===== config.mk =====
export PLATFORM = sky130hd
export DESIGN_NAME = ssba_bitmap
export DESIGN_NICKNAME = d
export VERILOG_FILES = /design/src/sv/ssba_pkg.sv /design/src/sv/ssba_bitmap.sv
export SDC_FILE = /design/constraint.sdc
export NUM_CORES = 2
export LEC_CHECK = 0
export BUFFER_PORTS_ARGS = -buffer_cell sky130_fd_sc_hd__buf_2
export CAP_MARGIN = 15
export CORE_MARGIN = 4
export CORE_UTILIZATION = 45
export DETAILED_ROUTE_END_ITERATION = 6
export PLACE_DENSITY = 0.62
export SKIP_CTS_REPAIR_TIMING = 1
export SYNTH_ARGS = -nofsm -noshare
export SYNTH_HDL_FRONTEND = slang
export SYNTH_SLANG_ARGS = --single-unit

===== constraint.sdc =====
create_clock -name clk_i -period 5.59 [get_ports clk_i]
set_input_delay 0.2795 -clock clk_i [delete_from_list [all_inputs] [get_ports clk_i]]
set_output_delay 0.2795 -clock clk_i [all_outputs]
set_load 0.03 [all_outputs]

===== src/sv/ssba_pkg.sv =====
// Shared types and constants for the swap slot bitmap allocator.
// No dependencies; every other file refers to it by scoped names.
package ssba_pkg;

  localparam int MAX_PAGES_DEF = 4096;

  localparam int ADDR_W     = 64;
  localparam int SIZE_W     = 32;
  localparam int PSIZE_W    = 21;
  localparam int PAGE_CNT_W = 13;
  localparam int CFG_IDX_W  = 3;
  localparam int CFG_DATA_W = 64;

  localparam int ROW_W  = 64;
  localparam int ROW_AW = 6;

  localparam int DIV_STEPS = SIZE_W;

  localparam logic [CFG_IDX_W-1:0] REG_SWAP_ENABLED = 3'd0;
  localparam logic [CFG_IDX_W-1:0] REG_STORE_BASE   = 3'd1;
  localparam logic [CFG_IDX_W-1:0] REG_STORE_SIZE   = 3'd2;
  localparam logic [CFG_IDX_W-1:0] REG_PAGE_SIZE    = 3'd3;

  localparam logic FUNC_RESERVE = 1'b0;
  localparam logic FUNC_RELEASE = 1'b1;

  localparam logic STATUS_OK   = 1'b0;
  localparam logic STATUS_FAIL = 1'b1;

  typedef enum logic [3:0] {
    ST_CLEAR,
    ST_DIV_CFG,
    ST_IDLE,
    ST_REL_CHK,
    ST_REL_DIV,
    ST_REL_BIT,
    ST_SCAN,
    ST_MUL,
    ST_ADD,
    ST_OUT
  } state_e;

endpackage


===== src/sv/ssba_bitmap.sv =====
// Occupancy bitmap memory, one row of slot bits per address.
// One write and one registered read per cycle; depends on ssba_pkg.
module ssba_bitmap #(
  parameter int ROWS = 64,
  parameter int RA_W = 6
) (
  input  logic                       clk_i,
  input  logic                       rd_en_i,
  input  logic [RA_W-1:0]            rd_row_i,
  output logic [ssba_pkg::ROW_W-1:0] rd_data_o,
  input  logic                       wr_en_i,
  input  logic [RA_W-1:0]            wr_row_i,
  input  logic [ssba_pkg::ROW_W-1:0] wr_data_i
);

  logic [ssba_pkg::ROW_W-1:0] mem_q [ROWS];
  logic [ssba_pkg::ROW_W-1:0] rd_data_q;

  always_ff @(posedge clk_i) begin
    if (wr_en_i) begin
      mem_q[wr_row_i] <= wr_data_i;
    end
    if (rd_en_i) begin
      rd_data_q <= mem_q[rd_row_i];
    end
  end

  assign rd_data_o = rd_data_q;

endmodule


Word-level counts from Yosys, hierarchy flattened
Memory sizes are Yosys's and may differ from the RTL's. A register that Yosys moved wholly into a read port is not among the register bits. Cells that the tools add are included.

Multiplexer cells: 2.

Operators by type and width (number): 1-bit 2-to-1 mux (2).

Register bits: 0. Memory bits (writable): 4096. Memories: 1. Output and inout bits: 64.

Memories: mem_q (words 64, bits a word 64, read ports 1, clocked after memory_dff 1, wr ports 1, RTL line ssba_bitmap.sv:16) `logic [ssba_pkg::ROW_W-1:0] mem_q [ROWS];`.

Logic depth before layout (Yosys ltp)
Depth in word-level cells: 2. Mapped depth: 9.

Worst setup path before layout
OpenSTA, ideal clock, no wires.

Path type: input port to flip-flop. Start point: in wr_row_i[3]. End point: mem mem_q[48][0] in the netlist's numbering (enable). Path buffers: 1. Setup time: 0.564 ns. Cell stages on the path: 4. Required time: 5.026 ns. Setup slack: -0.125 ns. Arrival time: 5.151 ns. Cell sequence: clkbuf_1 nor2b_1 nand4b_1 nor3_1.

RTL lines: start, declared (RTL line ssba_bitmap.sv:12) `input logic [RA_W-1:0] wr_row_i,`; end, declared (RTL line ssba_bitmap.sv:16).

Straight into the memory's write port.

==> metrics <==
root buf cell clkbuf_16; Reg2Reg Launch Point mem_q[55][5]; clock buffer count from CTS 406; syn_area_per_cell 23.8 um^2; post-route ant nets 0; synth unique cells 32; Mapped Nets 6677; Hold Vio Cnt, Final 0; drt via density 6.36; reg2reg setup slack 3.47 ns; Tmin final 2.83 ns; IO buf count 142; Crit Path Max Fanout 32; Initial Util 45.3%; Final Setup Violations 0; LEAKAGE 55.1 nW; worst hold slack 0.0295 ns; initial antenna violation count 48; Total Power 64.8 mW; Iter 0 DRT Violations 10464; cell taking the most area after synthesis edfxtp_1; number of nets in the layout 7084; mapped cell area 0.157 mm^2; # rows 216; Setup TNS Final 0 ns; asr flop ratio synth 0%; # H-tree levels 5; share of the synthesized area in the top cell type 79.6%; CP most frequent cell buf_4; unrepaired setup endpoints after global routing false; Worst Setup SP rd_row_i[4]; ratio of cells with drive above 1 in the final layout 28.1%; Fmax 0.353 GHz; largest cells by area after synthesis edfxtp_1 (80%), mux4_2 (15%), mux2i_1 (0.86%); Hold Crit Start wr_data_i[48]; outcome completed; vias 75869; Seq/Total Area, Yosys 79.6%; worst rel slew slack 19.5%; most common cell after layout, fill and taps aside edfxtp_1; max_cap viols 0; GR Layer Usage met1 34.2%; global-route wire length before repair 610000 um; pin count of the biggest net entering global routing 106; CTS tree built; synthesized flop and latch total 4160; ys flop type edfxtp_1; Worst-Skew Late Latency 0.99 ns; met2 GRT Util 39.1%; Slowest cell on crit path a211oi_1; chip width 599 um; Pre-antenna DRT Iters 5; class of the tightest hold or removal check in -> reg; Syn Inst Count 6598; final wirelength 436000 um; gpl congestion 0.779; GR Util met3 4.47%; Max stage delay on crit path 0.80 ns; Die Span Y 599 um; number of synthesized flops with an enable pin 4160; drt wl/cell 36.6 um; Overall Global Routing Usage 24.3%; synth warn 0; Area Growth Syn to Fin 13.5%; total grt overflow 0; Ports 143; Layout Skew 0.0572 ns; Worst Max-Slew Pin Slew 1.21 ns; Max Buffers Root-to-Sink 4; clock sinks 4160; worst path required time 6.22 ns; CP endpoint kind flip-flop; DRC Markers 0; Die Area 0.358 mm^2; crit-path cells buf_2 -> buf_4 -> nand2b_4 -> buf_4 -> o22ai_1 -> a41oi_1 -> a211oi_1; final number of max-transition violations 0; Clock Pin Slew Worst Setup and Hold Paths 0.06 ns; critical path class in -> reg; GR peak layer met2; vias in the first global route 75845; pwr/cell area 364 mW/mm^2; fin crit share 50.6%; startpoint class of the critical path input pin; most frequent cells in the layout edfxtp_1 (4160), mux4_2 (1024), clkbuf_16 (409); detailed placer's ending HPWL 228000 um; VDD IR-drop max 0.000298 V; Core Region 0.347 mm^2; WP data arrival 3.46 ns
[cells in the mapped netlist, types with 19 or more instances]
cell	count
nor2b_1	28
buf_1	20
nand3_1	45
mux4_2	1024
nand2_1	58
o22ai_1	83
or2_2	28
a2bb2oi_1	19
buf_4	34
a211oi_1	63
inv_1	19
buf_2	170
or3_1	29
nor2_1	112
a22oi_1	168
edfxtp_1	4160
clkbuf_1	140
and3_1	64
a41oi_1	26
a22o_1	88
o221ai_1	38
mux2i_1	135
[worst paths after layout]
path         depth (start not counted)       endpoint
max reg2reg                          5   rd_data_o[5]
min reg2reg                          4  rd_data_o[18]
max                                  7   rd_data_o[5]
min                                  1  mem_q[61][48]
[cell type report]
type / count / area, um^2
inverter: 19 / 71.3
fill: 26605 / 169000
timing repair buffer: 369 / 3460
tap: 4578 / 5730
clock buffer: 484 / 10500
clock inverter: 247 / 2560
multi-input combinational: 2049 / 30800
sequential: 4160 / 125000
antenna: 28 / 70.1
[metal layers]
metal  routed length [um]  part of all wire (%)
met2               213000                    49
met3                39900                   9.1
met5                  159                 0.036
met1               169000                    39
met4                14500                   3.3
[cell families (layout without fill, tap and decap cells)]
| kind of cell | count (synthesis) | in the layout | share of synthesized area [%] |
|---|---|---|---|
| and+or+nand+nor | 386 | 386 | 1.23 |
| other | 0 | 28 | 0 |
| DFF | 4160 | 4160 | 79.6 |
| buffers and inverters | 389 | 1119 | 1.18 |
| muxes | 1159 | 1159 | 15.6 |
| AOI/OAI and AO/OA | 504 | 504 | 2.47 |
[critical path, delay by kind of cell]
family | cells | cell delay (ns)
buffers and inverters | 3 | 1.41
AO/OA/AOI/OAI | 3 | 1.21
AND/OR/NAND/NOR | 1 | 0.52
[metrics by stage]
step | setup WS (ns) | util, % | instances | instance area, um^2
6_report | 2.76 | 51.4 | 11934 | 178000
5_1_grt | 2.79 | 51.4 | 11915 | 178000
4_1_cts | 2.83 | 51.3 | 11893 | 178000
3_5_place_dp | 1.84 | 47.5 | 11162 | 165000
3_3_place_gp | 1.84 | 47.5 | 11161 | 165000
2_1_floorplan | 1.28 | - | 6598 | 157000
[sequential cells by signal, summed over array words and instances, names as in the netlist]
name       count
rd_data_o     64
mem_q       4096
[report_power, final]
group	internal, mW	switching [mW]
Sequential	34.6	0.130
Clock	15.4	11.7
Combinational	1.07	1.91
Total	51.0	13.7
(Power assumes the default switching activity.)
