File: src/sv/ssba_pkg.sv
// Shared types and constants for the swap slot bitmap allocator.
// No dependencies; every other file refers to it by scoped names.
package ssba_pkg;

  localparam int MAX_PAGES_DEF = 4096;

  localparam int ADDR_W     = 64;
  localparam int SIZE_W     = 32;
  localparam int PSIZE_W    = 21;
  localparam int PAGE_CNT_W = 13;
  localparam int CFG_IDX_W  = 3;
  localparam int CFG_DATA_W = 64;

  localparam int ROW_W  = 64;
  localparam int ROW_AW = 6;

  localparam int DIV_STEPS = SIZE_W;

  localparam logic [CFG_IDX_W-1:0] REG_SWAP_ENABLED = 3'd0;
  localparam logic [CFG_IDX_W-1:0] REG_STORE_BASE   = 3'd1;
  localparam logic [CFG_IDX_W-1:0] REG_STORE_SIZE   = 3'd2;
  localparam logic [CFG_IDX_W-1:0] REG_PAGE_SIZE    = 3'd3;

  localparam logic FUNC_RESERVE = 1'b0;
  localparam logic FUNC_RELEASE = 1'b1;

  localparam logic STATUS_OK   = 1'b0;
  localparam logic STATUS_FAIL = 1'b1;

  typedef enum logic [3:0] {
    ST_CLEAR,
    ST_DIV_CFG,
    ST_IDLE,
    ST_REL_CHK,
    ST_REL_DIV,
    ST_REL_BIT,
    ST_SCAN,
    ST_MUL,
    ST_ADD,
    ST_OUT
  } state_e;

endpackage

File: src/sv/ssba_divider.sv
// Iterative restoring divider, one quotient bit per cycle.
// Depends on ssba_pkg for operand widths and the step count.
module ssba_divider (
  input  logic                         clk_i,
  input  logic                         rst_ni,
  input  logic                         start_i,
  input  logic [ssba_pkg::SIZE_W-1:0]  dividend_i,
  input  logic [ssba_pkg::PSIZE_W-1:0] divisor_i,
  output logic                         done_o,
  output logic [ssba_pkg::SIZE_W-1:0]  quotient_o,
  output logic [ssba_pkg::PSIZE_W-1:0] remainder_o
);

  localparam int STEP_W = $clog2(ssba_pkg::DIV_STEPS);

  logic                         busy_q;
  logic                         done_q;
  logic [STEP_W-1:0]            step_q;
  logic [ssba_pkg::SIZE_W-1:0]  quo_q;
  logic [ssba_pkg::PSIZE_W-1:0] rem_q;
  logic [ssba_pkg::PSIZE_W-1:0] dvs_q;
  logic [ssba_pkg::PSIZE_W:0]   trial;
  logic                         fits;

  assign trial = {rem_q, quo_q[ssba_pkg::SIZE_W-1]};
  assign fits  = trial >= {1'b0, dvs_q};

  always_ff @(posedge clk_i or negedge rst_ni) begin
    if (!rst_ni) begin
      busy_q <= 1'b0;
      done_q <= 1'b0;
      step_q <= '0;
    end else begin
      done_q <= 1'b0;
      if (start_i) begin
        busy_q <= 1'b1;
        step_q <= '0;
      end else if (busy_q) begin
        step_q <= step_q + 1'b1;
        if (step_q == STEP_W'(ssba_pkg::DIV_STEPS - 1)) begin
          busy_q <= 1'b0;
          done_q <= 1'b1;
        end
      end
    end
  end

  always_ff @(posedge clk_i) begin
    if (start_i) begin
      quo_q <= dividend_i;
      rem_q <= '0;
      dvs_q <= divisor_i;
    end else if (busy_q) begin
      quo_q <= {quo_q[ssba_pkg::SIZE_W-2:0], fits};
      if (fits) begin
        rem_q <= ssba_pkg::PSIZE_W'(trial - {1'b0, dvs_q});
      end else begin
        rem_q <= trial[ssba_pkg::PSIZE_W-1:0];
      end
    end
  end

  assign done_o      = done_q;
  assign quotient_o  = quo_q;
  assign remainder_o = rem_q;

endmodule

File: config.mk
export PLATFORM = sky130hd
export DESIGN_NAME = ssba_divider
export DESIGN_NICKNAME = d
export VERILOG_FILES = /design/src/sv/ssba_pkg.sv /design/src/sv/ssba_divider.sv
export SDC_FILE = /design/constraint.sdc
export NUM_CORES = 1
export LEC_CHECK = 0
export BUFFER_PORTS_ARGS = -buffer_cell sky130_fd_sc_hd__buf_2
export CAP_MARGIN = 20
export CORE_ASPECT_RATIO = 1.5
export CORE_MARGIN = 4
export CORE_UTILIZATION = 58
export CTS_CLUSTER_SIZE = 40
export DETAILED_ROUTE_END_ITERATION = 6
export PLACE_DENSITY_LB_ADDON = 0.25
export SYNTH_ARGS = -nofsm -noshare
export SYNTH_HDL_FRONTEND = slang
export SYNTH_SLANG_ARGS = --single-unit
File: constraint.sdc
create_clock -name clk_i -period 7.9 [get_ports clk_i]
set_clock_uncertainty 0.2 [all_clocks]
set_input_delay 0 -clock clk_i [delete_from_list [all_inputs] [get_ports clk_i]]
set_output_delay 0 -clock clk_i [all_outputs]
set_load 0.02 [all_outputs]
# [Word level (Yosys, flattened, before mapping)]
# Cells that the tools add are included.
[totals] register_bits=81 word_cells=22
[classes] magnitude_cmp=1 addsub=2 n_reduce_logical=1 muxes=11 eq_ne=1
[op_table] cell="two-way mux 32 bit" count=2
[op_table] cell=">= comparator 22 x 21 -> 1 bit" count=1
[op_table] cell="two-way mux 21 bit" count=1
[op_table] cell="subtractor 21 bit" count=1
[op_table] cell="two-way mux 5 bit" count=2
[op_table] cell="two-way mux 1 bit" count=6
[op_table] cell="adder 5 x 1 -> 5 bit (second input constant)" count=1
[op_table] cell="equality test 5 bit (second input constant)" count=1
[op_table] cell="nonzero test 2 bit" count=1

# [Longest topological paths before layout]
# Gate-level depths: netlist (run 1).
[logic_depth] ltp_word=4 ltp_mapped=13

# [Worst setup path after synthesis (run 1)]
# OpenSTA, ideal clock, no wires.
[synth_timing] kind="flip-flop to flip-flop" startpoint="reg quo_q, in the netlist quotient_o[31]" endpoint="reg rem_q, in the netlist remainder_o[20]" n_path_buf=0 t_required_ns=7.567 setup_time_ns=0.133 synth_period_minus_slack_ns=2.968 path_slack_ns=4.932 path_stages_with_launch=11 arrival_time_ns=2.635 cell_sequence="edfxtp_1 -> inv_1 -> ha_1 -> inv_1 -> fa_1 -> a21o_1 -> a221o_1 -> a221o_1 -> a311oi_1 -> xor2_1 -> o221ai_1"
[synth_between] elab_chain_cells=2 word_cells_on_any_way=3 cone_classes="1 x add/sub; 1 x order compare; 1 x mux"
[synth_rtl] item="from (decl)" line="ssba_divider.sv:19" rtl="logic [ssba_pkg::SIZE_W-1:0] quo_q;"
[synth_rtl] item="from (signal assigned)" line="ssba_divider.sv:50" rtl="quo_q <= dividend_i;"
[synth_rtl] item="from (signal assigned)" line="ssba_divider.sv:54" rtl="quo_q <= {quo_q[ssba_pkg::SIZE_W-2:0], fits};"
[synth_rtl] item="subtractor 21 bit or >= comparator 22 x 21 -> 1 bit (tied branches)" line="ssba_divider.sv:56, ssba_divider.sv:26"
[synth_rtl] item="two-way mux 21 bit (*)" line="ssba_divider.sv:55" rtl="if (fits) begin"
[synth_rtl] item="to (signal assigned)" line="ssba_divider.sv:56" rtl="rem_q <= ssba_pkg::PSIZE_W'(trial - {1'b0, dvs_q});"
[synth_rtl] item="to (signal assigned)" line="ssba_divider.sv:58" rtl="rem_q <= trial[ssba_pkg::PSIZE_W-1:0];"
[synth_rtl] item="to (decl)" line="ssba_divider.sv:20" rtl="logic [ssba_pkg::PSIZE_W-1:0] rem_q;"
# Mark *: on every way between the ends. The rest lies on a longest branch, timed or not.
# A chain may end at the register's enable or synchronous reset.

# [Worst setup path in the final report (run 1)]
[layout_timing] startpoint="reg rem_q, in the netlist remainder_o[12]" endpoint="reg rem_q, in the netlist remainder_o[6]"
[layout_between] elab_chain_cells=2
[layout_rtl] item=">= comparator 22 x 21 -> 1 bit" line="ssba_divider.sv:26" rtl="assign fits = trial >= {1'b0, dvs_q};"
[layout_rtl] item="two-way mux 21 bit" line="ssba_divider.sv:55"
# No other way between the ends.

==> results of run 1 <==
## layer usage
metal	vias up	wire [um]	global-route usage (%)
met5	-	0	0
met4	0	597	15.60
met3	51	775	6.583
met2	159	6418	49.66
met1	1796	4288	29.30
li1	1760	-	-
## registers in the layout, indices dropped and copies added, names as in the netlist
signal / flops
quotient_o: 32
busy_q: 1
step_q: 5
done_o: 1
dvs_q: 21
remainder_o: 21
## cell usage after synthesis, drive strengths merged (7+ instances only)
library cell  instances  area, sq um
ha                   23        287.8
a211oi               12        95.09
xor2                  7        61.31
o21ai                11        55.05
xnor2                11        96.34
a21o                  9        67.56
clkbuf                8        30.03
dfrtp                 7        175.2
nand2                17        63.81
nand3                 8        40.04
inv                  29        108.9
buf                   7        58.80
a21oi                22        110.1
mux2                 34        386.6
edfxtp               53         1592
dfxtp                21        420.4
mux2i                16        160.2
nor2                 34        127.6
## layout make-up
class | instances | area [sq um]
repair buffers | 168 | 1146
clock inverters | 4 | 68.82
flip-flops and latches | 81 | 2187
well taps | 100 | 125.1
fillers | 462 | 1509
clock buffers | 12 | 145.1
inverters | 29 | 108.9
multi-input cells | 265 | 2032
## worst max-delay path, stage by stage, from the launching register on
cell	delay, ps
dfxtp_1	340
ha_1	370
a21oi_1	260
o21a_1	210
nor2_1	50
a2111oi_0	520
nand3_1	480
buf_4	370
mux2_2	290
a211oi_1	220
## kinds of logic after synthesis
group	after synthesis	share of synthesized area, %
AO/OA/AOI/OAI	88	13.85
XOR/XNOR	18	3.569
adder cells (fa/ha/maj)	24	6.969
buffers and inverters	44	4.476
flip-flops	81	49.52
multiplexers	50	12.38
AND/OR/NAND/NOR	85	9.236
## worst max-delay path by stage
stage / endpoint / slack [ps] / depth (start not counted) / startpoint
final: remainder_o[6]$_SDFFE_PP0P_ / 4480 / 9 / remainder_o[12]$_SDFFE_PP0P_
after global routing: remainder_o[6]$_SDFFE_PP0P_ / 4110 / 10 / dvs_q[13]$_DFFE_PP_
after CTS: remainder_o[6]$_SDFFE_PP0P_ / 4510 / 9 / remainder_o[12]$_SDFFE_PP0P_
after detailed placement: remainder_o[6]$_SDFFE_PP0P_ / 4540 / 9 / remainder_o[12]$_SDFFE_PP0P_
after global placement: remainder_o[6]$_SDFFE_PP0P_ / 4590 / 9 / remainder_o[12]$_SDFFE_PP0P_
after floorplan: remainder_o[20]$_SDFFE_PP0P_ / 4930 / 10 / quotient_o[31]$_DFFE_PP_
## power breakdown
group / switching (uW) / internal [uW]
Sequential: 60.2 / 526
Combinational: 421 / 307
Clock: 149 / 186
## per-stage QoR
| step | setup slack (ps) | std cells | total power [uW] |
|---|---|---|---|
| final | 4482 | 659 | 1649 |
| after global routing | 4108 | 659 | 1736 |
| after CTS | 4512 | 659 | 1635 |
| after detailed placement | 4540 | 588 | 1279 |
| after global placement | 4588 | 587 | 1267 |
| after floorplan | 4932 | 390 | 1114 |
## timing repair
item | in CTS | in global routing
hold endpoints to repair | 60 | 0
endpoints found under the setup margin | 0 | 0
hold buffers | 55 | 0
==> qor.txt, run 1 <==
Outcome -> completed
Main synth FF type -> edfxtp_1
Ant. Diodes -> 0
Util after Layout -> 79.39%
Routability cong. -> 0.9328
Layout cell share with drive strength beyond 1 -> 29.87%
Die Y -> 114.9 um
Avg Vias per Cell -> 5.715
Core Region -> 7322 sq um
Power Density -> 283.7 nW/um^2
Syn_area_per_cell -> 11.32 sq um
Setup crit start kind -> register
Post-synthesis instance area -> 4417 sq um
Critical Path RT -> 7960 ps
Dpl cell area -> 5049 sq um
Critical path type -> reg -> reg
Clk sinks -> 81
DRT Pass-1 Iters -> 4
Routed Antenna Nets -> 0
Via Count -> 3766
Final setup viols -> 0
H-tree depth -> 3
Worst reg2reg path startpoint -> remainder_o[12]$_SDFFE_PP0P_
Register area share after synthesis -> 49.52%
DP HPWL -> 7.528 mm
CP endpoint kind -> register
Worst hold start -> divisor_i[16]
Reg clk slew, reported paths -> 90 ps
HP Class -> in -> reg
Post-CTS sizing -> 0
Congestion Overflow GR -> 0
Setup TNS -> 0 ps
Gr usage total -> 27.65%
CTS root buffer -> clkbuf_8
Post-CTS Setup Inserts -> 0
Cell variety after synth -> 60
Final Max Tran Viols -> 0
Fin crit period -> 3418 ps
Drt drc -> 0
FFs w/ async S/R, synth -> 8.642%
Vias in the first global route -> 3974
Commonest non-fill, non-tap cell in the layout -> buf_2
Tcrit/Tclk final -> 43.27%
EDFF count, synth -> 53
Fmax -> 292.5 MHz
Die ar. -> 9104 sq um
I/O Buffers -> 109
DRT iter0 DRCs -> 278
Worst IR drop on VDD -> 211.8 uV
Largest net degree at the start of global routing -> 75
Reg2reg end -> remainder_o[6]$_SDFFE_PP0P_
Hold Crit Endpoint -> dvs_q[16]$_DFFE_PP_
Synth Instances -> 390
Initial antenna violation count -> 0
Final net count -> 634
Worst slew margin -> 37.85%
Die Width -> 79.25 um
Most frequent cells in the layout -> buf_2, dlygate4sd3_1, edfxtp_1, nor2_1, mux2_2
CP Data Arrival Time -> 3480 ps
Flop-to-flop setup slack -> 4480 ps
Count of max-cap constraint violations -> 0
Skew-Pair Late Insertion Delay -> 360 ps
P_leak -> 0.002633 uW
Seq cells post-synth -> 81
Hold slack final -> 143.7 ps
Global-route wire length before repair -> 19.33 mm
Initial core utilization -> 60.32%
Post-route cell area -> 5813 sq um
WL final -> 12.08 mm
Final hold vios -> 0
Path depth of the worst reg2reg path -> 9
CTS Buf Count -> 9
Io pins -> 110
Core Rows -> 38
RSZ-0062 raised after global routing -> no
Syn-to-layout area delta -> 31.61%
CP Max Fanout -> 13
DR WL/cell -> 18.33 um
Hold Path Depth -> 2
Ys Warns -> 0
CTS tree -> done
Worst slew pin tran -> 928.9 ps
Net Count, Synth -> 470
Longest Clk Path Bufs -> 2
(Power assumes the default switching activity.)
==> inputs of run 2 (changes only) <==
ABC_AREA = 1   (was not set)
CORE_UTILIZATION = 49   (was 58)
clock period = 3.08 ns   (was 7.9 ns; I/O delays follow)
==> run 2 against run 1 <==
Against the previous run: hold slack gained 30 ps; first-iteration DRC count decreased by 26%; flip-flop and latch count is the same; clock-buffer cell count unchanged; synthesized cell count is 61% higher; sequential power rose by 150%; die area rose by 26%; global-route usage down 3.7 points; largest cell class unchanged; highest routed layer unchanged.
==> qor.txt, run 2 <==
Outcome -> completed
Gr usage total -> 23.90%
Post-synth top cells -> nand2_1, inv_1, edfxtp_1, nand3_1, nor2_1
Synth Instances -> 626
P_leak -> 0.003293 uW
Setup TNS -> 0 ps
DRT iter0 DRCs -> 205
Routability cong. -> 1.008
Die Width -> 88.73 um
Area share of the largest cell type after synthesis -> 33.23%
Global-route wire length before repair -> 21.33 mm
Tcrit/Tclk final -> 88.49%
Net Sw Frac -> 39.95%
Logic gate share of total power -> 43.6%
Top cells by area in the synthesized netlist -> edfxtp_1, nand2_1, dfxtp_1
Seq cells post-synth -> 81
CP Max Fanout -> 23
Main synth FF type -> edfxtp_1
Cell variety after synth -> 36
FFs w/ async S/R, synth -> 8.642%
Vias in the first global route -> 4711
Pint -> 2725 uW
Final setup viols -> 0
Critical Path RT -> 3140 ps
Power Density -> 721.7 nW/um^2
Final net count -> 871
DRT Pass-1 Iters -> 5
CTS root buffer -> clkbuf_16
Count leader, synth -> nand2_1
Largest net degree at the start of global routing -> 54
Avg Vias per Cell -> 5.108
Syn-to-layout area delta -> 31.27%
H-tree depth -> 3
Register area share after synthesis -> 45.66%
Reg clk slew, reported paths -> 60 ps
Post-synthesis instance area -> 4790 sq um
Most frequent cells in the layout -> nand2_1, buf_2, inv_1, dlygate4sd3_1, edfxtp_1
Ys Warns -> 0
Largest register FFs -> 32
DP HPWL -> 8.994 mm
Fmax -> 366.9 MHz
CP endpoint kind -> register
Congestion Overflow GR -> 0
Hold slack final -> 173.6 ps
Post-CTS sizing -> 0
Clock network power share -> 24.1%
Clk sinks -> 81
Io pins -> 110
Post-synth top area cell -> edfxtp_1
Core Rows -> 43
Die Y -> 129.1 um
Net Count, Synth -> 706
Critical path type -> reg -> reg
HP Class -> in -> reg
Total power -> 4537 uW
Die ar. -> 11450 sq um
RSZ-0062 raised after global routing -> no
Worst slew pin tran -> 598.4 ps
Fin crit period -> 2726 ps
Post-route cell area -> 6287 sq um
I/O Buffers -> 109
Core Region -> 9415 sq um
CP Data Arrival Time -> 2790 ps
Longest Clk Path Bufs -> 2
Commonest non-fill, non-tap cell in the layout -> nand2_1
Initial antenna violation count -> 0
Skew-Pair Late Insertion Delay -> 330 ps
EDFF count, synth -> 53
Ant. Diodes -> 0
CTS Buf Count -> 9
Dpl cell area -> 5428 sq um
Worst IR drop on VDD -> 382.0 uV
Place WS -> 386.2 ps
WL final -> 13.20 mm
Layout cell share with drive strength beyond 1 -> 18.09%
Setup crit start kind -> register
Final hold vios -> 0
Final Max Tran Viols -> 0
Fillers -> 783
DR WL/cell -> 14.54 um
Via Count -> 4638
Drt drc -> 0
Worst slew margin -> 60.11%
Routed Antenna Nets -> 0
Count of max-cap constraint violations -> 0
Initial core utilization -> 50.87%
Net Sw Power -> 1813 uW
CTS tree -> done
Syn_area_per_cell -> 7.651 sq um
Fin worst setup slack -> 354.4 ps
Flop pwr share -> 32.3%
-- run 2: changes by cell type after synthesis, moves of 12 or more --
cell	delta
mux2_2	-33
o21ai_1	+12
nand3_1	+42
inv_1	+60
mux2i_1	-16
nand2_1	+227
-- run 2: area by class of cell --
type / instances / area (sq um) / share of cell area, %
multi-input combinational: 436 / 2152 / 34.23
sequential: 81 / 2187 / 34.79
clock inverter: 4 / 52.55 / 0.8358
inverter: 92 / 345.3 / 5.493
tap: 112 / 140.1 / 2.229
clock buffer: 12 / 246.5 / 3.920
timing repair buffer: 171 / 1164 / 18.51
-- run 2: worst paths after layout --
path / from / to / slack (ps) / cells after the start
max reg2reg: quotient_o[31]$_DFFE_PP_ / remainder_o[4]$_SDFFE_PP0P_ / 350 / 15
min reg2reg: remainder_o[20]$_SDFFE_PP0P_ / remainder_o[20]$_SDFFE_PP0P_ / 290 / 2
max in group asynchronous: rst_ni / step_q[4]$_DFFE_PN0P_ / 1960 / 3
min: divisor_i[18] / dvs_q[18]$_DFFE_PP_ / 170 / 2
max: quotient_o[31]$_DFFE_PP_ / remainder_o[4]$_SDFFE_PP0P_ / 350 / 15
min in group asynchronous: rst_ni / done_o$_DFF_PN0_ / 460 / 3
-- run 2: cell families after synthesis --
kind of cell / count (synthesis) / share of synthesized area, %
buffers and inverters: 109 / 9.404
and+or+nand+nor: 366 / 32.68
adders and majority gates: 24 / 6.426
DFF: 81 / 45.66
xor gates and xnor gates: 9 / 1.646
AOI/OAI and AO/OA: 37 / 4.180
-- run 2: critical path, stage by stage, from the launching register on --
cell and delay, ps:
edfxtp_1 390, inv_1 100, ha_1 140, inv_1 70, fa_1 410, nand2_1 90, nand2_1 70, nand3_1 70
nand2_1 100, nand2_1 120, nand2_2 80, nand2_4 260, nand2_4 240, nand2_1 120, nand3_1 80, o21ai_1 100
-- run 2: what timing repair did --
action,CTS,global route
hold buffers,56,0
hold endpoints to repair,64,0
setup buffers,0,0
-- run 2: through the flow --
stage	instances	utilization, %
2_1_floorplan	626	-
3_3_place_gp	836	57.65
3_5_place_dp	836	57.65
4_1_cts	908	66.78
5_1_grt	908	66.78
6_report	908	66.78
-- run 2: per-layer routing --
metal | routed length, um | global-route usage [%] | vias up
met5 | 0 | 0 | -
met3 | 731 | 4.962 | 29
met2 | 6796 | 42.43 | 163
met1 | 5305 | 28.00 | 2123
met4 | 365 | 8.452 | 0
li1 | - | - | 2323
-- run 2: power groups by stage --
stage	registers [uW]	logic (uW)	clock network (uW)
final	1460	1980	1090
after global routing	1490	2210	1150
after CTS	1460	1970	1100
after detailed placement	1480	1900	0
after global placement	1480	1870	0
after floorplan	1630	1290	0
==> inputs of run 3 (changes only) <==
GPL_ROUTABILITY_DRIVEN = 0   (was not set)
PLACE_DENSITY = 0.85   (was not set)
PLACE_DENSITY_LB_ADDON = not set   (was 0.25)
==> run 3 against run 2 <==
Against the previous run: design area increased by 0.38%; hold slack got worse by 8.3 ps; clock-buffer cell count decreased by 3; wire length increased by 7.7%; sequential power about the same; die area unchanged.
==> qor.txt, run 3 (synthesis gave the netlist of run 2 again) <==
Storage cell area -> 2187 sq um
Core Region -> 9415 sq um
Flop-to-flop setup slack -> 380 ps
CP Data Arrival Time -> 2790 ps
P_leak -> 0.003306 uW
Path depth of the worst reg2reg path -> 15
Layout cell share with drive strength beyond 1 -> 18.44%
Vias in the first global route -> 5093
Gr usage total -> 26.35%
Die ar. -> 11450 sq um
Worst path most repeated cell -> nand2_1
Initial antenna violation count -> 0
Avg Vias per Cell -> 5.402
Worst slew pin tran -> 535.3 ps
Final setup viols -> 0
Reg clk slew, reported paths -> 60 ps
Most frequent cells in the layout -> nand2_1, buf_2, inv_1, dlygate4sd3_1, edfxtp_1
Worst IR drop on VDD -> 498.9 uV
Syn-to-layout area delta -> 31.77%
Drt drc -> 0
Longest Clk Path Bufs -> 2
Power Density -> 743.4 nW/um^2
Fin worst setup slack -> 380.3 ps
Largest net degree at the start of global routing -> 42
Post-CTS sizing -> 0
Largest register FFs -> 32
Initial core utilization -> 50.87%
Skew-Pair Late Insertion Delay -> 340 ps
CP Max Fanout -> 23
Final net count -> 872
Congestion Overflow GR -> 0
Multi-input gate area -> 2152 sq um
DRT iter0 DRCs -> 426
Critical Path RT -> 3170 ps
CTS root buffer -> clkbuf_16
Worst hold start -> divisor_i[13]
DR WL/cell -> 15.63 um
Tcrit/Tclk final -> 87.65%
Global-route wire length before repair -> 23.47 mm
DRT Pass-1 Iters -> 7
Slowest CP cell -> fa_1
H-tree depth -> 3
Clk sinks -> 81
Via Count -> 4910
Outcome -> completed
CP endpoint -> remainder_o[20]$_SDFFE_PP0P_
Count of max-cap constraint violations -> 0
WL final -> 14.21 mm
CP Launch Point -> quotient_o[31]$_DFFE_PP_
Setup TNS -> 0 ps
HP Class -> in -> reg
CP peak stage delay -> 400 ps
Total power -> 4692 uW
Setup crit start kind -> register
Die Y -> 129.1 um
Final hold vios -> 0
Worst reg2reg path startpoint -> quotient_o[31]$_DFFE_PP_
RSZ-0062 raised after global routing -> no
DP HPWL -> 9.312 mm
Reg2reg end -> remainder_o[20]$_SDFFE_PP0P_
Fmax -> 370.4 MHz
CTS tree -> done
Io pins -> 110
Commonest non-fill, non-tap cell in the layout -> nand2_1
I/O Buffers -> 109
Fin crit period -> 2700 ps
Core Rows -> 43
Critical path type -> reg -> reg
Worst-path cell chain -> inv_1, ha_1, inv_1, fa_1, nand2_1, nand2_1, nand3_1, nand2_1, nand2_1, nand2_2, nand2_4, nand2_4, nand3_1, nand3_1, nand2_1
Ant. Diodes -> 0
CP endpoint kind -> register
Die Width -> 88.73 um
Routed Antenna Nets -> 0
CTS Buf Count -> 9
Fillers -> 712
Place WS -> 437.9 ps
Final Max Tran Viols -> 0
Worst slew margin -> 64.31%
run 3: worst min path at each step:
stage	endpoint	cells after the start
3_3_place_gp	done_o$_DFF_PN0_	1
4_1_cts	dvs_q[12]$_DFFE_PP_	2
3_5_place_dp	done_o$_DFF_PN0_	1
6_report	dvs_q[13]$_DFFE_PP_	2
2_1_floorplan	busy_q$_DFF_PN0_	0
5_1_grt	dvs_q[18]$_DFFE_PP_	2
run 3: power by group:
part           leakage [uW]  internal [uW]  switching (uW)
logic               0.00232            739            1300
registers          0.000821           1340             129
clock network      0.000162            720             466
run 3: final cells by class:
type	count	share of cell area (%)
inverters	92	5.472
multi-input cells	436	34.10
well taps	112	2.220
flip-flops and latches	81	34.66
clock buffers	9	3.569
clock inverters	7	1.626
repair buffers	172	18.36
run 3: routing by layer:
metal / share of wire, % / up-vias / GRT usage, %
li1: - / 2314 / -
met1: 36 / 2263 / 28.52
met2: 51 / 262 / 45.01
met3: 7.6 / 71 / 6.552
met4: 5.6 / 0 / 16.55
met5: 0 / - / 0
run 3: repair_timing:
action / CTS / global route
hold buffers: 56 / 0
hold endpoints to repair: 65 / 0
buffers inserted: 0 / 0
run 3: per-stage QoR:
step	cell area (sq um)	hold slack [ps]	std cells	utilization [%]
after CTS	6311	157.7	909	67.03
final	6311	165.2	909	67.03
after global routing	6311	162.9	909	67.03
after detailed placement	5423	-360.9	837	57.59
after global placement	5423	-361.9	837	57.59
after floorplan	4790	-495.6	626	-
run 3: critical path, delay by kind of cell, from the launching register on:
family	cells	cell delay [ps]
buf+inv	2	170
fa+ha+maj	2	560
simple gates	11	1320
flops	1	370
